[src/design/sled_pkg.sv]
// package for the serpentine lite error diffusion core
// shared types, codes and default sizes; no dependencies
`timescale 1ns / 1ps

package sled_pkg;

  // default sizes handed to the top level
  localparam int MAX_WIDTH_DEF    = 1024;
  localparam int CHANNEL_BITS_DEF = 7;

  // widest column index the block supports (MAX_WIDTH up to 4096)
  localparam int XW_MAX      = 12;
  // stored error per channel: two quarter shares of a 9-bit difference
  localparam int ERR_BITS    = 8;
  // entries in the queue between front and back
  localparam int QUEUE_DEPTH = 4;

  // reset values of the geometry registers
  localparam logic [10:0] WIDTH_RESET  = 11'd1024;
  localparam logic [15:0] HEIGHT_RESET = 16'd1;

  // configuration register indexes
  localparam logic REG_IMAGE_WIDTH  = 1'b0;
  localparam logic REG_IMAGE_HEIGHT = 1'b1;

  // item kinds carried on s_tuser
  typedef enum logic [1:0] {
    OP_LOAD_NEAREST = 2'd0,
    OP_LOAD_INDEX   = 2'd1,
    OP_DITHER       = 2'd2
  } op_t;

  // back-end sequencer states
  typedef enum logic [1:0] {
    ST_FETCH,
    ST_MIX,
    ST_LOOK,
    ST_TAIL
  } back_state_t;

  // classified item passed from front to back
  typedef struct packed {
    op_t                op;
    logic [20:0]        addr;
    logic [23:0]        data;
    logic [XW_MAX-1:0]  x;
    logic               first_row;
    logic               first_col;
    logic               last_col;
    logic               last_row;
    logic               odd;
  } item_t;

endpackage

[src/design/sled_front.sv]
// front end: geometry registers, input transfers, pixel position tracking
// depends on sled_pkg
`timescale 1ns / 1ps

module sled_front #(
  parameter int MAX_WIDTH = sled_pkg::MAX_WIDTH_DEF
) (
  input  logic            clk,
  input  logic            rst,
  input  logic            cfg_wr_en,
  input  logic            cfg_addr,
  input  logic [15:0]     cfg_wdata,
  input  logic            s_tvalid,
  output logic            s_tready,
  input  logic [71:0]     s_tdata,
  input  logic [1:0]      s_tuser,
  input  logic            q_full,
  output logic            q_push,
  output sled_pkg::item_t q_item
);

  localparam int XW = $clog2(MAX_WIDTH);

  logic [10:0]      image_width;
  logic [15:0]      image_height;
  logic [XW-1:0]    column_count;
  logic [15:0]      row_count;
  logic [XW-1:0]    wm1;
  logic [15:0]      hm1;
  logic [XW-1:0]    x;
  logic             last_col;
  logic             last_row;
  logic             accept;
  sled_pkg::op_t    op;

  assign s_tready = !q_full;
  assign accept   = s_tvalid && s_tready;
  assign op       = sled_pkg::op_t'(s_tuser);

  // effective geometry: zero acts as one, width capped at the line store size
  always_comb begin
    if (image_width == '0) begin
      wm1 = '0;
    end else if (32'(image_width) > MAX_WIDTH) begin
      wm1 = XW'(MAX_WIDTH - 1);
    end else begin
      wm1 = XW'(image_width - 11'd1);
    end
    hm1 = (image_height == '0) ? '0 : image_height - 16'd1;
  end

  // position of this pixel, serpentine on odd rows
  assign last_col = column_count == wm1;
  assign last_row = row_count >= hm1;
  assign x        = row_count[0] ? wm1 - column_count : column_count;

  // classify the item
  always_comb begin
    q_item           = '0;
    q_item.op        = op;
    q_item.addr      = s_tdata[20:0];
    q_item.data      = (op == sled_pkg::OP_DITHER) ? s_tdata[68:45] : s_tdata[44:21];
    q_item.x[XW-1:0] = x;
    q_item.first_row = row_count == '0;
    q_item.first_col = column_count == '0;
    q_item.last_col  = last_col;
    q_item.last_row  = last_row;
    q_item.odd       = row_count[0];
    q_push = accept && (op inside {sled_pkg::OP_LOAD_NEAREST, sled_pkg::OP_LOAD_INDEX,
                                   sled_pkg::OP_DITHER});
  end

  // geometry registers and frame counters
  always_ff @(posedge clk) begin
    if (rst) begin
      image_width  <= sled_pkg::WIDTH_RESET;
      image_height <= sled_pkg::HEIGHT_RESET;
      column_count <= '0;
      row_count    <= '0;
    end else if (cfg_wr_en) begin
      case (cfg_addr)
        sled_pkg::REG_IMAGE_WIDTH:  image_width  <= cfg_wdata[10:0];
        sled_pkg::REG_IMAGE_HEIGHT: image_height <= cfg_wdata;
        default: ;
      endcase
      column_count <= '0;
      row_count    <= '0;
    end else if (accept && op == sled_pkg::OP_DITHER) begin
      if (last_col) begin
        column_count <= '0;
        row_count    <= last_row ? '0 : row_count + 16'd1;
      end else begin
        column_count <= column_count + 1'b1;
      end
    end
  end

endmodule

[config.mk]
export PLATFORM = sky130hd
export DESIGN_NAME = sled_front
export DESIGN_NICKNAME = d
export VERILOG_FILES = /design/src/design/sled_pkg.sv /design/src/design/sled_front.sv
export SDC_FILE = /design/constraint.sdc
export NUM_CORES = 1
export LEC_CHECK = 0
export BUFFER_PORTS_ARGS = -buffer_cell sky130_fd_sc_hd__buf_2
export CAP_MARGIN = 20
export CORE_MARGIN = 1
export CORE_UTILIZATION = 50
export DETAILED_ROUTE_END_ITERATION = 8
export PLACE_DENSITY = 0.8
export SLEW_MARGIN = 20
export SYNTH_ARGS = -nofsm -noshare
export SYNTH_HDL_FRONTEND = slang
export SYNTH_SLANG_ARGS = --single-unit
[constraint.sdc]
create_clock -name clk -period 11.05 [get_ports clk]
set_input_delay 1.105 -clock clk [delete_from_list [all_inputs] [get_ports clk]]
set_output_delay 1.105 -clock clk [all_outputs]
set_load 0.01 [all_outputs]
Yosys cells after proc, flatten, opt, wreduce, memory -nomap -nowiden
Index checks and enable logic that the tools add are counted.
{"block": "word_totals", "mem_count": 0, "wordCells": 36, "mem_bits_rw": 0, "latchBits": 0, "output_inout_bits": 66, "register_bits": 53, "mem_bits_ro": 0}
{"block": "op_classes", "bitwise": 1, "multipliers": 0, "mux": 7, "n_addsub": 5, "order_cmp": 2, "eq_ne": 3, "n_div": 0, "shift": 0, "n_reduce_logical": 14}
{"cell": "$mux 10", "n": 4}
{"cell": "$logic_not 16->1", "n": 2}
{"cell": "$mux 16", "n": 2}
{"cell": "$mux 24", "n": 1}
{"cell": "$add 16x1->16 const B", "n": 1}
{"cell": "$ge 16x16->1", "n": 1}
{"cell": "$sub 16x1->16 const B", "n": 1}
{"cell": "$gt 11x11->1 const B", "n": 1}
{"cell": "$logic_not 11->1", "n": 1}
{"cell": "$add 10x1->10 const B", "n": 1}
{"cell": "$eq 10x10->1", "n": 1}
{"cell": "$logic_not 10->1", "n": 1}
{"cell": "$sub 10x1->10 const B", "n": 1}
{"cell": "$sub 10x10->10", "n": 1}
{"cell": "$reduce_and 2->1", "n": 3}
{"cell": "$logic_and 1x1->1", "n": 3}
{"cell": "$reduce_bool 3->1", "n": 1}
{"cell": "$eq 2x1->1 const B", "n": 1}
{"cell": "$eq 2x2->1 const B", "n": 1}
{"cell": "$logic_not 2->1", "n": 1}
{"cell": "$reduce_or 2->1", "n": 1}
{"cell": "$logic_not 1->1", "n": 1}
{"cell": "$not 1->1", "n": 1}

Depth between registers and ports, before layout
Gate-level depths: netlist (run 1).
{"block": "depth", "word_depth": 5, "depth_mapped": 15}

Worst setup path after synthesis (run 1)
No wires, ideal clock.
{"block": "synth_timing", "path_kind": "register -> output", "from": "register image_width[3]", "to": "output port q_item[11] (netlist bit)", "path_stages_with_launch": 15, "path_buffers": 1, "slack_ps": 6848, "required_ps": 9945, "arrival_time_ps": 3097, "path_cell_list": "dfxtp_1 clkbuf_2 nor4_4 nand2_1 nor3_2 maj3_1 ha_1 inv_1 fa_1 a21o_1 a21oi_1 o21ai_0 a21oi_1 xor2_1 mux2i_1"}
{"element": "from (decl)", "line": "sled_front.sv:24", "text": "logic [10:0] image_width;"}
{"element": "from (signal assigned)", "line": "sled_front.sv:76", "text": "image_width <= sled_pkg::WIDTH_RESET;"}
{"element": "from (signal assigned)", "line": "sled_front.sv:82", "text": "sled_pkg::REG_IMAGE_WIDTH: image_width <= cfg_wdata[10:0];"}
{"element": "to (decl)", "line": "sled_front.sv:19", "text": "output sled_pkg::item_t q_item"}

==> results of run 1 <==
[tightest hold or removal path: stages (launching register included)]
cell     delay (ns)
dfxtp_1        0.33
nand2_1        0.06
a21oi_1        0.05
[how the worst max path moves through the flow]
stage                                      start          to  cells past startpoint
floorplan            image_width[3]$_SDFFE_PP0P_  q_item[11]                     14
global placement    image_height[6]$_SDFFE_PP0P_   q_item[1]                     13
detailed placement  image_height[6]$_SDFFE_PP0P_   q_item[1]                     13
CTS                 image_height[6]$_SDFFE_PP0P_   q_item[1]                     13
global route        image_height[6]$_SDFFE_PP0P_   q_item[1]                     13
finish              image_height[6]$_SDFFE_PP0P_   q_item[1]                     13
[final cells by class]
cell class	count	area [sq um]
fill	821	3740
multi-input combinational	468	3070
sequential	53	1060
timing repair buffer	116	586
tap	108	135
inverter	24	90.1
clock buffer	6	72.6
clock inverter	2	10.0
[flip-flops by register name (all words and copies together) (netlist names)]
| register | count |
|---|---|
| row_count | 16 |
| image_height | 16 |
| image_width | 11 |
| column_count | 10 |
[cells by family (layout without fill, tap and decap cells)]
logic type      count (synthesis)  count (layout)  synth area share [%]
buf+inv                        78             148                  8.98
fa+ha+maj                      34              34                  9.51
flops                          53              53                  23.4
simple gates                  258             258                  28.4
other cells                     1               2                0.0828
compound gates                116             116                  16.5
xor+xnor                       26              26                  5.03
mux                            32              32                  8.12
[per-layer routing]
metal,track usage [%],up-vias
li1,-,2234
met1,31.1,2048
met2,40.7,125
met3,3.17,18
met4,5.51,0
met5,0,-
[Yosys cell counts, drive strengths merged (2+ instances only)]
cell type,number,share of area (%)
a2111oi,3,0.58
a21o,3,0.50
a21oi,49,5.8
a31o,2,0.39
a32o,5,1.1
and2,3,0.41
and3,9,1.2
and4,4,0.77
buf,30,5.0
clkbuf,24,2.0
dfxtp,53,23
ha,32,8.8
inv,23,1.9
mux2,25,6.3
mux2i,7,1.8
nand2,111,9.3
nand2b,6,0.83
nand3,27,3.0
nand3b,5,0.83
nand4,2,0.28
nor2,29,2.5
nor2b,4,0.55
nor3,20,2.4
nor3b,7,1.2
nor4,13,2.1
nor4bb,2,0.44
o2111ai,3,0.58
o211ai,2,0.33
o21a,3,0.50
o21ai,24,2.7
o21bai,3,0.50
o22ai,8,1.1
o31ai,6,1.1
or3,10,1.5
or4,2,0.33
xnor2,15,2.9
xor2,11,2.1
[metrics by stage]
step	std cells	hold slack [ns]
after floorplan	599	0.449
final	777	0.480
after CTS	777	0.479
after detailed placement	769	0.466
after global routing	777	0.500
after global placement	769	0.466
[power groups by stage]
stage,clock network (mW),registers [mW],logic [mW]
global route,0.115,0.203,0.141
CTS,0.108,0.202,0.127
global placement,0,0.206,0.122
floorplan,0,0.204,0.101
finish,0.108,0.202,0.127
detailed placement,0,0.207,0.127
==> qor.yml, run 1 <==
status: "complete, no violations"
intPower_uw: 297
critPathMaxStageDelay_ns: 0.60
cp-start-kind: "flip-flop"
power_density_mw_per_mm2: 87.1
vias_per_cell: 5.69
grt_pass1_wl_um: 19000
worst_slew_pin_slew_ns: 1.14
setup_viol: 0
grt_setup_unrepaired: "false"
p_sw_uw: 140
cts_made_buffers: 5
max-vdd-ir-drop_mv: 0.0693
layout_commonest_cell: "buf_2"
ant_nets: 0
cts.clk_slew.worst_paths_ns: 0.09
leakage_nw: 2.10
place_area_sq_mm: 0.00494
crit_required_ns: 9.95
yosysWarningCount: 0
drt_wl_total_um: 11400
p_comb_share_pct: 29.1
fin_crit_ns: 5.13
holdCritStartpoint: "image_width[8]$_SDFFE_PP0P_"
final_cell_mix: "114 x buf_2, 109 x nand2_1, 53 x dfxtp_1, 44 x a21oi_1, 32 x ha_1"
drive_above_1_share_pct: 24.8
dr.pass1.iters: 5
syn_area_per_cell_sq_um: 7.57
grt_use_total_pct: 23.6
setup-tns-final_ns: 0
diodes: 0
drc: 0
cts_htree_levels: 2
r2r_setup_slack_ns: 7.06
routed.top_layer: "met4"
cpMaxStageDelayCell: "or4_1"
grt_max_degree: 30
drt_iter0_markers: 196
cts_sinks: 53
postCtsResizedCells: 0
rr_endpoint: "row_count[6]$_SDFFE_PP0P_"
io_pins: 162
dr_wl_met3_um: 505
cp_common_cell: "nand2_1"
slew_headroom_pct: 23.4
die_area_sq_mm: 0.00944
async_flop_share_pct: 0
min_period_over_period_pct: 46.4
hold_end: "image_width[8]$_SDFFE_PP0P_"
cts_setup_buffers: 0
critPathCaptureType: "output port"
route.met2.wl_um: 5500
p_sw_share_pct: 32.1
cap_violations: 0
syn_inst: 598
synth_edf_count: 0
die_width_um: 97.2
rr_worst_depth: 14
dp_hpwl_um: 9030
cts_root_buf: "clkbuf_8"
synthFlopType: "dfxtp_1"
stdcell_area_sq_mm: 0.00502
holdBufCountCts: 0
slew_viol_final: 0
worst-path-buf-inv: 2
ys_seq_elements: 53
crit_fanout: 14
cp_top_family: "simple AND/OR/NAND/NOR gates"
arrival_ns: 4.03
dpl_worst_slack_ns: 6.27
wl_met1_um: 5290
crit_chain: "or4_1, nor4_1, nand2b_1, nor2_1, nand2_1, nand2_1, ha_1, a21oi_1, nand2_1, o32ai_1, a31o_2, clkinv_1, buf_2"
clk_path_buf_depth: 2
wl_per_cell_um: 14.7
antenna_found_initial: 0
place.port_buffers: 114
core_sq_mm: 0.00876
p_seq_share_pct: 46.3
max_freq_mhz: 195
grt_overflow: 0
total_power_uw: 437
r2r_start: "image_height[6]$_SDFFE_PP0P_"
start_util_pct: 51.7
syn-cell-area_sq_mm: 0.00453
skew_ns: 0.0148
layout.nets: 797
place_congestion: 0.857
area_growth_pct: 10.9
fin_util_pct: 57.3
grt_pass1_vias: 4199
yosysSeqAreaShare_pct: 23.4
cts_tree: "done"
worstHoldPathCells: 2
yosys.cell_types.count: 64
via_count: 4425
setup_ws_ns: 5.92
hold_violations: 0
die_h_um: 97.2
critPathKind: "flip-flop to output port"
min_path_type: "flip-flop to flip-flop"
clk_latency_ns: 0.31
power_frac_clock_pct: 24.6
rows: 34
Note: power is estimated with default switching activity, not from simulation.
==> run 2: changes to the inputs <==
==> constraint.sdc (replaced) <==
create_clock -name clk -period 5.35 [get_ports clk]
set_input_delay 0.535 -clock clk [delete_from_list [all_inputs] [get_ports clk]]
set_output_delay 0.535 -clock clk [all_outputs]
set_load 0.01 [all_outputs]
==> qor.yml, run 2 (synthesis results as in run 1) <==
status: "complete, no violations"
die_area_sq_mm: 0.00944  # unchanged
cap_violations: 0  # unchanged
critPathKind: "flip-flop to output port"
final_cell_mix: "114 x buf_2, 109 x nand2_1, 53 x dfxtp_1, 44 x a21oi_1, 32 x ha_1"
layout.nets: 797  # unchanged
power_density_mw_per_mm2: 181  # +110%
cts_setup_buffers: 0  # unchanged
p_sw_uw: 285  # +100%
min_period_over_period_pct: 85.7
cts_tree: "done"
grt_setup_unrepaired: "false"
hold_violations: 0  # unchanged
dr.pass1.iters: 5  # unchanged
cts_root_buf: "clkbuf_8"
leakage_nw: 2.10  # +0.16%
start_util_pct: 51.7  # unchanged
rr_worst_depth: 14  # unchanged
power_frac_clock_pct: 25.2  # +0.6 points
holdBufCountCts: 0  # unchanged
dpl_worst_slack_ns: 1.10  # -5.16 ns
cts.clk_slew.worst_paths_ns: 0.09  # about the same
grt_max_degree: 30  # unchanged
cts_made_buffers: 5  # unchanged
whs_ns: 0.464  # -0.0159 ns
crit_required_ns: 4.82  # -5.13 ns
core_sq_mm: 0.00876  # unchanged
area_growth_pct: 11.1
stdcell_area_sq_mm: 0.00503  # +0.17%
fin_crit_ns: 4.59
setup_viol: 0  # unchanged
min_path_type: "primary input to flip-flop"
skew_ns: 0.00976  # -0.00500 ns
crit_fanout: 14  # unchanged
r2r_setup_slack_ns: 1.30  # -5.76 ns
drt_wl_total_um: 11200  # -2.1%
grt_use_total_pct: 23.5  # -0.079 points
slew_headroom_pct: 52.7  # +29 points
clk_latency_ns: 0.31  # about the same
via_count: 4403  # -0.50%
grt_pass1_vias: 4138  # -1.5%
cts_htree_levels: 2  # unchanged
drt_iter0_markers: 178  # -9.2%
postCtsResizedCells: 0  # unchanged
register_area_sq_mm: 0.00106  # unchanged
slew_viol_final: 0  # unchanged
die_h_um: 97.2  # unchanged
p_seq_share_pct: 45.8  # -0.5 points
cts_sinks: 53  # unchanged
worst_slew_pin_slew_ns: 0.703  # -0.441 ns
dp_hpwl_um: 8940  # -1.0%
place_area_sq_mm: 0.00494  # unchanged
r2r_start: "image_height[6]$_SDFFE_PP0P_"
antenna_found_initial: 0  # unchanged
place.port_buffers: 114  # unchanged
diodes: 0  # unchanged
reg_top3: "image_height x16, row_count x16, image_width x11"
ant_nets: 0  # unchanged
worstHoldPathCells: 3  # +1
max_freq_mhz: 218
multi_input_area_sq_mm: 0.00307  # +0.16%
wl_per_cell_um: 14.4  # -1.9%
setup_ws_ns: 0.764  # -5.15 ns
drive_above_1_share_pct: 24.7  # -0.11 points
rows: 34  # unchanged
layout_commonest_cell: "buf_2"
critPathCaptureType: "output port"
vias_per_cell: 5.67  # -0.37%
io_pins: 162  # unchanged
num-fill-cells: 803  # -2.2%
p_comb_share_pct: 29.0  # about the same
drc: 0  # unchanged
die_width_um: 97.2  # unchanged
holdCritStartpoint: "cfg_wdata[12]"
rr_endpoint: "row_count[6]$_SDFFE_PP0P_"
hold_end: "image_height[12]$_SDFFE_PP0P_"
arrival_ns: 4.05  # +0.02 ns
grt_overflow: 0  # unchanged
grt_pass1_wl_um: 18800  # -0.80%
setup-tns-final_ns: 0  # unchanged
place_congestion: 0.880  # +2.8%
intPower_uw: 626  # +110%
cp-start-kind: "flip-flop"
max-vdd-ir-drop_mv: 0.156  # +120%
p_sw_share_pct: 31.3  # -0.81 points
startpoint: "image_height[6]$_SDFFE_PP0P_"
clk_path_buf_depth: 2  # unchanged
[run 2: worst max path at each step]
| stage | endpoint | slack (ns) | cells past startpoint |
|---|---|---|---|
| after floorplan | q_item[11] | 1.72 | 14 |
| after global placement | q_item[1] | 1.23 | 13 |
| after detailed placement | q_item[1] | 1.10 | 13 |
| after CTS | q_item[1] | 0.76 | 13 |
| after global routing | q_item[1] | 0.26 | 13 |
| final | q_item[1] | 0.76 | 13 |
[run 2: power groups by stage]
stage,Combinational [mW],Sequential [mW],Clock [mW]
2_1_floorplan,0.208,0.422,0
3_3_place_gp,0.252,0.426,0
3_5_place_dp,0.263,0.426,0
4_1_cts,0.264,0.417,0.231
5_1_grt,0.294,0.419,0.249
6_report,0.264,0.417,0.229
[run 2: cell type report]
class / count / share of cell area (%)
Clock buffer: 7 / 1.72
Inverter: 24 / 1.79
Multi-Input combinational cell: 468 / 61.1
Sequential cell: 53 / 21.1
Tap cell: 108 / 2.69
Timing Repair Buffer: 116 / 11.6
[run 2: worst max-delay path: stages (launching register included)]
cell and delay (ns):
dfxtp_1 0.37, or4_1 0.61, nor4_1 0.33, nand2b_1 0.16, nor2_1 0.11, nand2_1 0.24, nand2_1 0.15, ha_1 0.26
a2111oi_0 0.32, o21ai_0 0.14, nand2_1 0.09, a31o_2 0.38, clkinv_1 0.35, buf_2 0.24
[run 2: routing by layer]
| layer | part of all wire, % | GRT usage [%] | routed length, um | vias to the layer above |
|---|---|---|---|---|
| li1 | - | - | - | 2236 |
| met3 | 4.8 | 3.45 | 542 | 15 |
| met1 | 45 | 31.1 | 5070 | 2043 |
| met2 | 49 | 40.4 | 5460 | 109 |
| met5 | 0 | 0 | 0 | - |
| met4 | 0.97 | 4.94 | 108 | 0 |
[run 2: stage by stage]
stage	std cells	utilization [%]	total power [mW]
final	776	57.4	0.911
after global routing	776	57.4	0.963
after CTS	776	57.3	0.912
after detailed placement	769	56.4	0.689
after global placement	769	56.4	0.678
after floorplan	599	-	0.630
