[src/design/sled_pkg.sv]
// package for the serpentine lite error diffusion core
// shared types, codes and default sizes; no dependencies
`timescale 1ns / 1ps

package sled_pkg;

  // default sizes handed to the top level
  localparam int MAX_WIDTH_DEF    = 1024;
  localparam int CHANNEL_BITS_DEF = 7;

  // widest column index the block supports (MAX_WIDTH up to 4096)
  localparam int XW_MAX      = 12;
  // stored error per channel: two quarter shares of a 9-bit difference
  localparam int ERR_BITS    = 8;
  // entries in the queue between front and back
  localparam int QUEUE_DEPTH = 4;

  // reset values of the geometry registers
  localparam logic [10:0] WIDTH_RESET  = 11'd1024;
  localparam logic [15:0] HEIGHT_RESET = 16'd1;

  // configuration register indexes
  localparam logic REG_IMAGE_WIDTH  = 1'b0;
  localparam logic REG_IMAGE_HEIGHT = 1'b1;

  // item kinds carried on s_tuser
  typedef enum logic [1:0] {
    OP_LOAD_NEAREST = 2'd0,
    OP_LOAD_INDEX   = 2'd1,
    OP_DITHER       = 2'd2
  } op_t;

  // back-end sequencer states
  typedef enum logic [1:0] {
    ST_FETCH,
    ST_MIX,
    ST_LOOK,
    ST_TAIL
  } back_state_t;

  // classified item passed from front to back
  typedef struct packed {
    op_t                op;
    logic [20:0]        addr;
    logic [23:0]        data;
    logic [XW_MAX-1:0]  x;
    logic               first_row;
    logic               first_col;
    logic               last_col;
    logic               last_row;
    logic               odd;
  } item_t;

endpackage

[src/design/sled_queue.sv]
// short queue of classified items between front and back
// depends on sled_pkg
`timescale 1ns / 1ps

module sled_queue (
  input  logic            clk,
  input  logic            rst,
  input  logic            push,
  input  sled_pkg::item_t push_item,
  output logic            full,
  input  logic            pop,
  output sled_pkg::item_t head,
  output logic            valid
);

  localparam int DEPTH = sled_pkg::QUEUE_DEPTH;
  localparam int PW    = $clog2(DEPTH);
  localparam int CW    = $clog2(DEPTH + 1);

  sled_pkg::item_t slots [DEPTH];
  logic [PW-1:0]   wr_ptr;
  logic [PW-1:0]   rd_ptr;
  logic [CW-1:0]   count;

  assign full  = count == CW'(DEPTH);
  assign valid = count != '0;
  assign head  = slots[rd_ptr];

  // storage
  always_ff @(posedge clk) begin
    if (push) begin
      slots[wr_ptr] <= push_item;
    end
  end

  // pointers and fill level
  always_ff @(posedge clk) begin
    if (rst) begin
      wr_ptr <= '0;
      rd_ptr <= '0;
      count  <= '0;
    end else begin
      if (push) begin
        wr_ptr <= (wr_ptr == PW'(DEPTH - 1)) ? '0 : wr_ptr + 1'b1;
      end
      if (pop) begin
        rd_ptr <= (rd_ptr == PW'(DEPTH - 1)) ? '0 : rd_ptr + 1'b1;
      end
      if (push && !pop) begin
        count <= count + 1'b1;
      end else if (pop && !push) begin
        count <= count - 1'b1;
      end
    end
  end

endmodule

[config.mk]
export PLATFORM = sky130hd
export DESIGN_NAME = sled_queue
export DESIGN_NICKNAME = d
export VERILOG_FILES = /design/src/design/sled_pkg.sv /design/src/design/sled_queue.sv
export SDC_FILE = /design/constraint.sdc
export NUM_CORES = 1
export LEC_CHECK = 0
export BUFFER_PORTS_ARGS = -buffer_cell sky130_fd_sc_hd__buf_4
export CELL_PAD_IN_SITES_DETAIL_PLACEMENT = 0
export CELL_PAD_IN_SITES_GLOBAL_PLACEMENT = 1
export CORE_MARGIN = 3
export CORE_UTILIZATION = 54
export CTS_CLUSTER_SIZE = 28
export DETAILED_ROUTE_END_ITERATION = 16
export GPL_TIMING_DRIVEN = 0
export PLACE_DENSITY = 0.91
export SETUP_SLACK_MARGIN = 0.15
export SYNTH_ARGS = -nofsm -noshare
export SYNTH_HDL_FRONTEND = slang
export SYNTH_SLANG_ARGS = --single-unit
[constraint.sdc]
create_clock -name clk -period 4.9 [get_ports clk]
set_input_delay 0.245 -clock clk [delete_from_list [all_inputs] [get_ports clk]]
set_output_delay 0.245 -clock clk [all_outputs]
set_load 0.05 [all_outputs]
-- Yosys cells after proc, flatten, opt, wreduce, memory -nomap -nowiden
Memory sizes are Yosys's and may differ from the RTL's. A register that Yosys moved wholly into a read port is not among the register bits.
Cells that the tools add are included.
- equality and inequality tests: 3
- reductions and logical operators: 6
- muxes and demuxes: 8
- add/sub/neg operators: 4
- operators by type and width (operator ; number):
    2-bit 2-to-1 mux ; 4
    3-bit 2-to-1 mux ; 2
    2-bit by 1-bit adder with 2-bit output (second input constant) ; 2
    2-bit equality test (second input constant) ; 2
    3-bit by 1-bit adder with 3-bit output (second input constant) ; 1
    3-bit equality test (second input constant) ; 1
    3-bit nonzero test ; 1
    3-bit by 1-bit subtractor with 3-bit output (second input constant) ; 1
    1-bit logical AND ; 2
    1-bit zero test ; 2
    1-bit 2-to-1 mux ; 2
    2-bit nonzero test ; 1
- output and inout bits: 66
- bits in registers: 7
- word-level logic and storage cells: 25
- memories kept: 1
- RAM bits: 256
- memory list (name ; words ; bits a word ; read ports ; clocked after memory_dff ; wr ports ; RTL line ; text):
    slots ; 4 ; 64 ; 1 ; 1 ; 1 ; sled_queue.sv:20 ; sled_pkg::item_t slots [DEPTH];

-- Logic depth before layout (Yosys ltp)
Gate-level depths: netlist (run 1).
- depth after elaboration: 4
- gate-level depth with buffers: 7
- gate-level depth less buffers: 7

-- Worst setup path before layout (run 1)
No wires, ideal clock.
- kind: register to register
- start: reg wr_ptr[0]
- end: mem slots[3][0] (netlist name) (enable)
- path buffers: 0
- arrival: 2.054 ns
- slack: 2.417 ns
- stages on the path, launching flop included: 3
- path through: dfxtp_1 -> ha_1 -> and2_1
- RTL lines (item ; RTL line ; text):
    start: declaration ; sled_queue.sv:21 ; logic [PW-1:0] wr_ptr;
    start signal: assignment ; sled_queue.sv:44 ; wr_ptr <= (wr_ptr == PW'(DEPTH - 1)) ? '0 : wr_ptr + 1'b1;
    end: declaration ; sled_queue.sv:20 ;
No word-level cell before the write port.

==> results of run 1 <==
worst reg2reg max path, cell delays in order, from the launching register on:
cell	delay (ps)
sky130_fd_sc_hd__dfxtp_1	410
sky130_fd_sc_hd__ha_1	210
sky130_fd_sc_hd__and2_4	450
sky130_fd_sc_hd__buf_16	300
cells by family (layout without fill, tap and decap cells):
group           after synthesis  in the layout
buf+inv                      18            268
simple gates                 15             15
flops                       265            265
xor+xnor                      2              2
fa+ha+maj                     7              7
compound gates                3              3
mux                          68             68
through the flow:
stage	utilization	instances	setup WS, ps	total power, mW	hold slack (ps)
2_1_floorplan	-	378	2417	3.160	314.1
3_5_place_dp	0.6381	740	3121	3.413	448.1
4_1_cts	0.7212	853	2571	5.292	52.79
3_3_place_gp	0.6312	736	1287	3.388	443.0
6_report	0.7212	853	2648	5.238	76.50
5_1_grt	0.7212	853	2537	5.426	83.94
cell usage after synthesis:
master / n / area share
sky130_fd_sc_hd__buf_12: 6 / 0.012
sky130_fd_sc_hd__buf_6: 1 / 0.0012
sky130_fd_sc_hd__a21oi_1: 2 / 0.0010
sky130_fd_sc_hd__nor2_1: 7 / 0.0027
sky130_fd_sc_hd__nor3b_1: 2 / 0.0015
sky130_fd_sc_hd__ha_1: 6 / 0.0077
sky130_fd_sc_hd__mux4_2: 60 / 0.14
sky130_fd_sc_hd__buf_2: 6 / 0.0031
sky130_fd_sc_hd__clkbuf_2: 1 / 0.00051
sky130_fd_sc_hd__or3_1: 2 / 0.0013
sky130_fd_sc_hd__mux2i_1: 4 / 0.0041
sky130_fd_sc_hd__mux4_1: 4 / 0.011
sky130_fd_sc_hd__o21ai_0: 1 / 0.00051
sky130_fd_sc_hd__edfxtp_1: 256 / 0.79
sky130_fd_sc_hd__dfxtp_1: 9 / 0.018
sky130_fd_sc_hd__fa_1: 1 / 0.0021
sky130_fd_sc_hd__xor2_1: 2 / 0.0018
sky130_fd_sc_hd__inv_1: 4 / 0.0015
sky130_fd_sc_hd__and2_1: 4 / 0.0026
power by group through the flow:
stage	clock, mW	combinational [mW]	sequential [mW]
after floorplan	0	0.494	2.67
after global placement	0	0.716	2.67
after detailed placement	0	0.742	2.67
after CTS	1.88	0.788	2.62
after global routing	1.97	0.822	2.63
final	1.84	0.779	2.62
flip-flops by register name, summed over array words and instances, names as in the netlist, named ones only:
register and count:
count 3, rd_ptr 2, slots 256, wr_ptr 2
layout make-up:
class,count,share of cell area
sequential,265,0.6242
tap,225,0.02233
buffer,14,0.01320
timing repair buffer,202,0.1396
inverter,4,0.001191
clock inverter,16,0.008537
clock buffer,32,0.05509
multi-input combinational,95,0.1359
metal layers:
layer  routed length, microns  GRT usage  vias up
met5                        7          0        -
met4                      309    0.03927        2
met3                     1026    0.03960       29
met2                     9262     0.3206      148
met1                     7177     0.2436     2391
li1                         -          -     2078
timing repair:
action / CTS / global route
setup endpoints to repair: 0 / 0
hold endpoints to repair: 265 / 0
buffers inserted: 0 / 0
hold buffers: 65 / 0
path summary, 6_finish.rpt:
kind	to	start	cells past startpoint
setup reg to reg	slots[3][12]$_DFFE_PP_	wr_ptr[0]$_SDFFE_PP0P_	3
hold / removal	wr_ptr[1]$_SDFFE_PP0P_	push	3
setup / recovery	head[30]	flip-flop	4
hold reg to reg	count[2]$_SDFFE_PP0P_	count[2]$_SDFFE_PP0P_	2
==> flow_metrics.py, run 1 <==
metrics = {
    "clock_tree": {
        "cts-buffers-inserted": 26,
        "htree_num_levels": 1,
        "tritoncts": "built",
        "cts_resized": 0,
        "cts.path.max_buffers": 3,
        "clk_latency_ps": 510,
        "clock_tree.root_cell": "sky130_fd_sc_hd__clkbuf_16",
        "clock_sinks": 265,
        "clk_pin_slew_worst_paths_ps": 60,
    },
    "timing": {
        "max-slew-margin-rel": 0.7023,
        "tightestPinTransition_ps": 446.5,
        "grt_setup_unrepaired": "false",
        "final_hold_viol_count": 0,
        "max_freq_ghz": 0.4441,
        "final_period_minus_worst_setup_slack_ps": 2252,
        "finalSetupViolations": 0,
        "period_share": 0.4596,
        "slew_violations": 0,
        "clock-skew-final_ps": 13.40,
        "setup_total_negative_slack_ps": 0,
    },
    "logic_synthesis": {
        "synth_compound_gate_area_share": 0.001540,
        "mappedNetlistNets": 453,
        "synth_seq_area_share": 0.8068,
        "yosysWarningCount": 0,
        "synth_mux_area_frac": 0.1535,
        "synth_area_in_xor_xnor": 0.001796,
        "syn-mean-instance-area_sq_um": 25.80,
        "synth.ff_latch_count": 265,
        "post_synth_and_or_nand_nor_area_fraction": 0.008083,
        "synth_top_family_by_area": "multiplexers",
        "count_of_cell_types_in_the_netlist": 19,
        "syn_inst": 378,
        "synth_area_sq_um": 9752,
        "synth-adder-area-share": 0.009751,
    },
    "critical_path": {
        "rrSetupSlack_ps": 3220,
        "critical_path.startpoint_type": "flip-flop",
        "critical-path-top-delay-family": "buffers and inverters",
        "cp_slowest_stage_delay_ps": 370,
        "critical_path_class": "reg -> out",
        "critical_path_buf_inv_count": 3,
        "crit_path_cell_trace": "clkbuf_2, buf_2, mux4_2, buf_4",
        "worst-endpoint-arrival_ps": 2010,
        "critPathCaptureType": "primary output",
        "crit_path_top_delay_cell": "sky130_fd_sc_hd__mux4_2",
        "worst-path-max-fanout": 10,
        "worst-endpoint-required_ps": 4660,
    },
    "floorplanning": {
        "full_die_area_sq_um": 19710,
        "initial_core_util": 0.5580,
        "row_count": 48,
        "pin_count": 134,
        "die_x_microns": 140.4,
        "floorplan.core_area_sq_um": 17480,
        "die-height_microns": 140.4,
    },
    "grt": {
        "grt_pass1_vias": 5159,
        "antenna_found_initial": 1,
        "grt_use_total": 0.1843,
        "largest_net_degree_at_the_start_of_global_routing": 41,
        "gr-total-overflow": 0,
        "grt_pass1_wl_microns": 28210,
    },
    "pwr": {
        "power_density_normalized_to_cell_area_nw_per_um2": 415.6,
        "clock_power_share": 0.351,
        "max-vdd-ir-drop_v": 0.0003155,
        "total_switching_power_mw": 1.279,
        "sw_frac_of_total": 0.2442,
        "p_comb_frac": 0.149,
        "total_leakage_power_nw": 4.375,
        "p_int_mw": 3.959,
        "power_frac_seq": 0.501,
    },
    "drt": {
        "detail_route.wl_per_cell_microns": 20.85,
        "drc_errors": 0,
        "drt_first_pass_iters": 4,
        "drt_iter0_drc": 234,
        "postRouteAntennaNets": 0,
        "num_vias": 4648,
        "vias_per_cell": 5.449,
        "wirelength_microns": 17780,
    },
    "cells_and_area": {
        "layout.cells.most_common": "sky130_fd_sc_hd__edfxtp_1",
        "final-seq-area_sq_um": 7868,
        "syn2layout_area_growth_pct": 29.25,
        "multiInputGateArea_sq_um": 1713,
        "drive_above_1_share": 0.3997,
        "filler_cell_count": 1020,
        "layout_common_cells": "sky130_fd_sc_hd__edfxtp_1, sky130_fd_sc_hd__buf_4, sky130_fd_sc_hd__dlygate4sd3_1",
        "antenna_diode_instance_count": 0,
        "post-route-cell-area_sq_um": 12600,
        "design.final.nets": 683,
    },
    "place": {
        "placement.cell_area_sq_um": 11150,
        "port-buffer-count": 133,
        "dp_hpwl_microns": 10400,
        "placer_congestion": 0.7377,
    },
    "worst_hold_path": {
        "type_of_the_most_critical_hold_path": "in -> reg",
    },
    "job": {
        "drv_cap": 0,
    },
    "outcome": {
        "outcome": "completed",
    },
}
Note: power is estimated with default switching activity, not from simulation.
==> run 2: changes to the inputs <==
CORE_UTILIZATION = 45   (was 54)
PLACE_DENSITY = 0.82   (was 0.91)
clock period = 1.81 ns   (was 4.9 ns; I/O delays follow)
==> flow_metrics.py, run 2 (same netlist as run 1, synthesis figures left out) <==
metrics = {
    "clock_tree": {
        "clock_tree.root_cell": "sky130_fd_sc_hd__clkbuf_16",
        "clock_sinks": 265,
        "clk_latency_ps": 520,
        "tritoncts": "built",
        "htree_num_levels": 1,
        "cts-buffers-inserted": 27,
        "cts.path.max_buffers": 3,
        "clk_pin_slew_worst_paths_ps": 60,
    },
    "pwr": {
        "power_total_mw": 14.84,
        "total_leakage_power_nw": 4.490,
        "max-vdd-ir-drop_v": 0.0008512,
        "power_density_normalized_to_cell_area_nw_per_um2": 1142,
    },
    "floorplanning": {
        "die_x_microns": 153.2,
        "full_die_area_sq_um": 23470,
        "initial_core_util": 0.4610,
        "row_count": 53,
        "die-height_microns": 153.2,
        "pin_count": 134,
        "floorplan.core_area_sq_um": 21150,
    },
    "grt": {
        "grt_pass1_wl_microns": 29760,
        "grt_use_total": 0.1636,
        "antenna_found_initial": 0,
        "largest_net_degree_at_the_start_of_global_routing": 33,
        "gr-total-overflow": 0,
        "grt_pass1_vias": 5233,
    },
    "cells_and_area": {
        "final_util": 0.6144,
        "largest-register": "slots",
        "antenna_diode_instance_count": 0,
        "drive_above_1_share": 0.4182,
        "layout_common_cells": "sky130_fd_sc_hd__edfxtp_1, sky130_fd_sc_hd__buf_4, sky130_fd_sc_hd__dlygate4sd3_1",
        "max_reg_flops": 256,
        "design.final.nets": 692,
        "multiInputGateArea_sq_um": 1763,
        "syn2layout_area_growth_pct": 33.28,
        "filler_cell_count": 1440,
        "top_regs": "slots (256), count (3)",
        "final-seq-area_sq_um": 7869,
        "layout.cells.most_common": "sky130_fd_sc_hd__edfxtp_1",
        "post-route-cell-area_sq_um": 13000,
    },
    "drt": {
        "detail_route.wl_per_cell_microns": 21.40,
        "vias_per_cell": 5.217,
        "drc_errors": 0,
        "wirelength_microns": 19490,
        "num_vias": 4753,
        "drt_first_pass_iters": 4,
        "drt_iter0_drc": 311,
        "postRouteAntennaNets": 0,
    },
    "critical_path": {
        "critPathMostFrequentCell": "sky130_fd_sc_hd__buf_12",
        "critical_path.startpoint_type": "flip-flop",
        "critical_path_class": "reg -> out",
        "ff2ff_path_depth": 3,
        "critPathCaptureType": "primary output",
        "critical_path.reg2reg.startpoint": "wr_ptr[0]$_SDFFE_PP0P_",
        "cp_slowest_stage_delay_ps": 540,
        "worst-endpoint-required_ps": 1720,
        "critical-path-top-delay-family": "multiplexers",
        "worst-path-max-fanout": 10,
        "crit_path_top_delay_cell": "sky130_fd_sc_hd__mux4_2",
        "crit_path_cell_trace": "buf_12, buf_12, mux4_2, buf_6",
        "rrSetupSlack_ps": 260,
        "critical_path_buf_inv_count": 3,
        "r2r-end": "slots[0][27]$_DFFE_PP_",
        "worst-endpoint-arrival_ps": 1910,
    },
    "timing": {
        "slew_violations": 0,
        "setup_total_negative_slack_ps": -9963,
        "final_hold_viol_count": 0,
        "finalSetupViolations": 64,
        "tightestPinTransition_ps": 566.7,
        "final_critical_path_setup_slack_ps": -186.9,
        "final_period_minus_worst_setup_slack_ps": 1997,
        "max_freq_ghz": 0.5008,
        "period_share": 1.103,
        "grt_setup_unrepaired": "true",
        "clock-skew-final_ps": 8.755,
        "max-slew-margin-rel": 0.6222,
    },
    "place": {
        "placer_congestion": 0.7389,
        "port-buffer-count": 133,
        "placement.cell_area_sq_um": 11100,
        "dp_hpwl_microns": 10170,
    },
    "outcome": {
        "failed_checks": "negative setup slack",
        "outcome": "finished with violations",
    },
    "worst_hold_path": {
        "timing.hold.worst_path_depth": 2,
        "min_delay_worst_endpoint": "slots[1][43]$_DFFE_PP_",
        "critical_hold_path_startpoint": "push_item[43]",
        "type_of_the_most_critical_hold_path": "in -> reg",
    },
    "job": {
        "drv_cap": 0,
    },
}
[run 2: cell count changes in the layout (fill, tap and decap cells not counted), moves of 3 or more]
| cell | change |
|---|---|
| sky130_fd_sc_hd__buf_16 | -4 |
| sky130_fd_sc_hd__buf_2 | -6 |
| sky130_fd_sc_hd__bufinv_16 | +3 |
| sky130_fd_sc_hd__and2_4 | +6 |
| sky130_fd_sc_hd__buf_4 | -54 |
| sky130_fd_sc_hd__buf_6 | +63 |
| sky130_fd_sc_hd__mux4_1 | -4 |
| sky130_fd_sc_hd__mux4_2 | +4 |
[run 2: per-stage QoR]
| step | worst slack, ps | instances | hold WS, ps |
|---|---|---|---|
| after detailed placement | -62.42 | 786 | 294.4 |
| after CTS | -220.1 | 907 | 296.8 |
| after global placement | -9.969 | 786 | 288.9 |
| final | -186.9 | 911 | 316.7 |
| after floorplan | 222.4 | 378 | 159.6 |
| after global routing | -257.9 | 911 | 306.9 |
[run 2: final cells by class]
type | count | share of cell area
Buffer | 14 | 0.01482
Inverter | 4 | 0.001155
Timing Repair Buffer | 204 | 0.1492
Sequential cell | 265 | 0.6054
Multi-Input combinational cell | 101 | 0.1356
Clock buffer | 30 | 0.05285
Tap cell | 275 | 0.02647
Clock inverter | 18 | 0.01444
[run 2: worst register-to-register path, delay by kind of cell, from the launching register on]
family,cells,cell delay [ps]
simple gates,1,530
flops,1,360
fa+ha+maj,1,180
buf+inv,1,100
[run 2: where the power goes]
group	switching [mW]	leakage, nW	total, mW	internal (mW)
clock network	2.16	0.428	5.44	3.28
logic	1.34	1.64	2.29	0.951
registers	0.0780	2.43	7.11	7.03
[run 2: worst max path at each step]
stage	cells after the start	to	slack, ps
after global routing	4	head[8]	-260
final	4	head[8]	-190
after detailed placement	2	slots[3][9]$_DFFE_PP_	-60
after CTS	4	head[32]	-220
after floorplan	1	full	220
after global placement	2	slots[3][4]$_DFFE_PP_	-10
[run 2: routing by layer]
layer  global-route usage  up-vias  routed length, microns
met2               0.2887      160                   10250
met3              0.02973       34                     948
met5                    0        -                       0
met1               0.2125     2454                    7892
li1                     -     2105                       -
met4              0.04031        0                     400
[run 2: what timing repair did]
item | 4_1_cts | 5_1_grt
hold buffers | 67 | 0
resized for setup | 79 | 8
setup endpoints to repair | 320 | 86
endpoints found under the hold margin | 265 | 0
setup buffers | 2 | 2
pin swaps | 0 | 1
cloned | 4 | 2
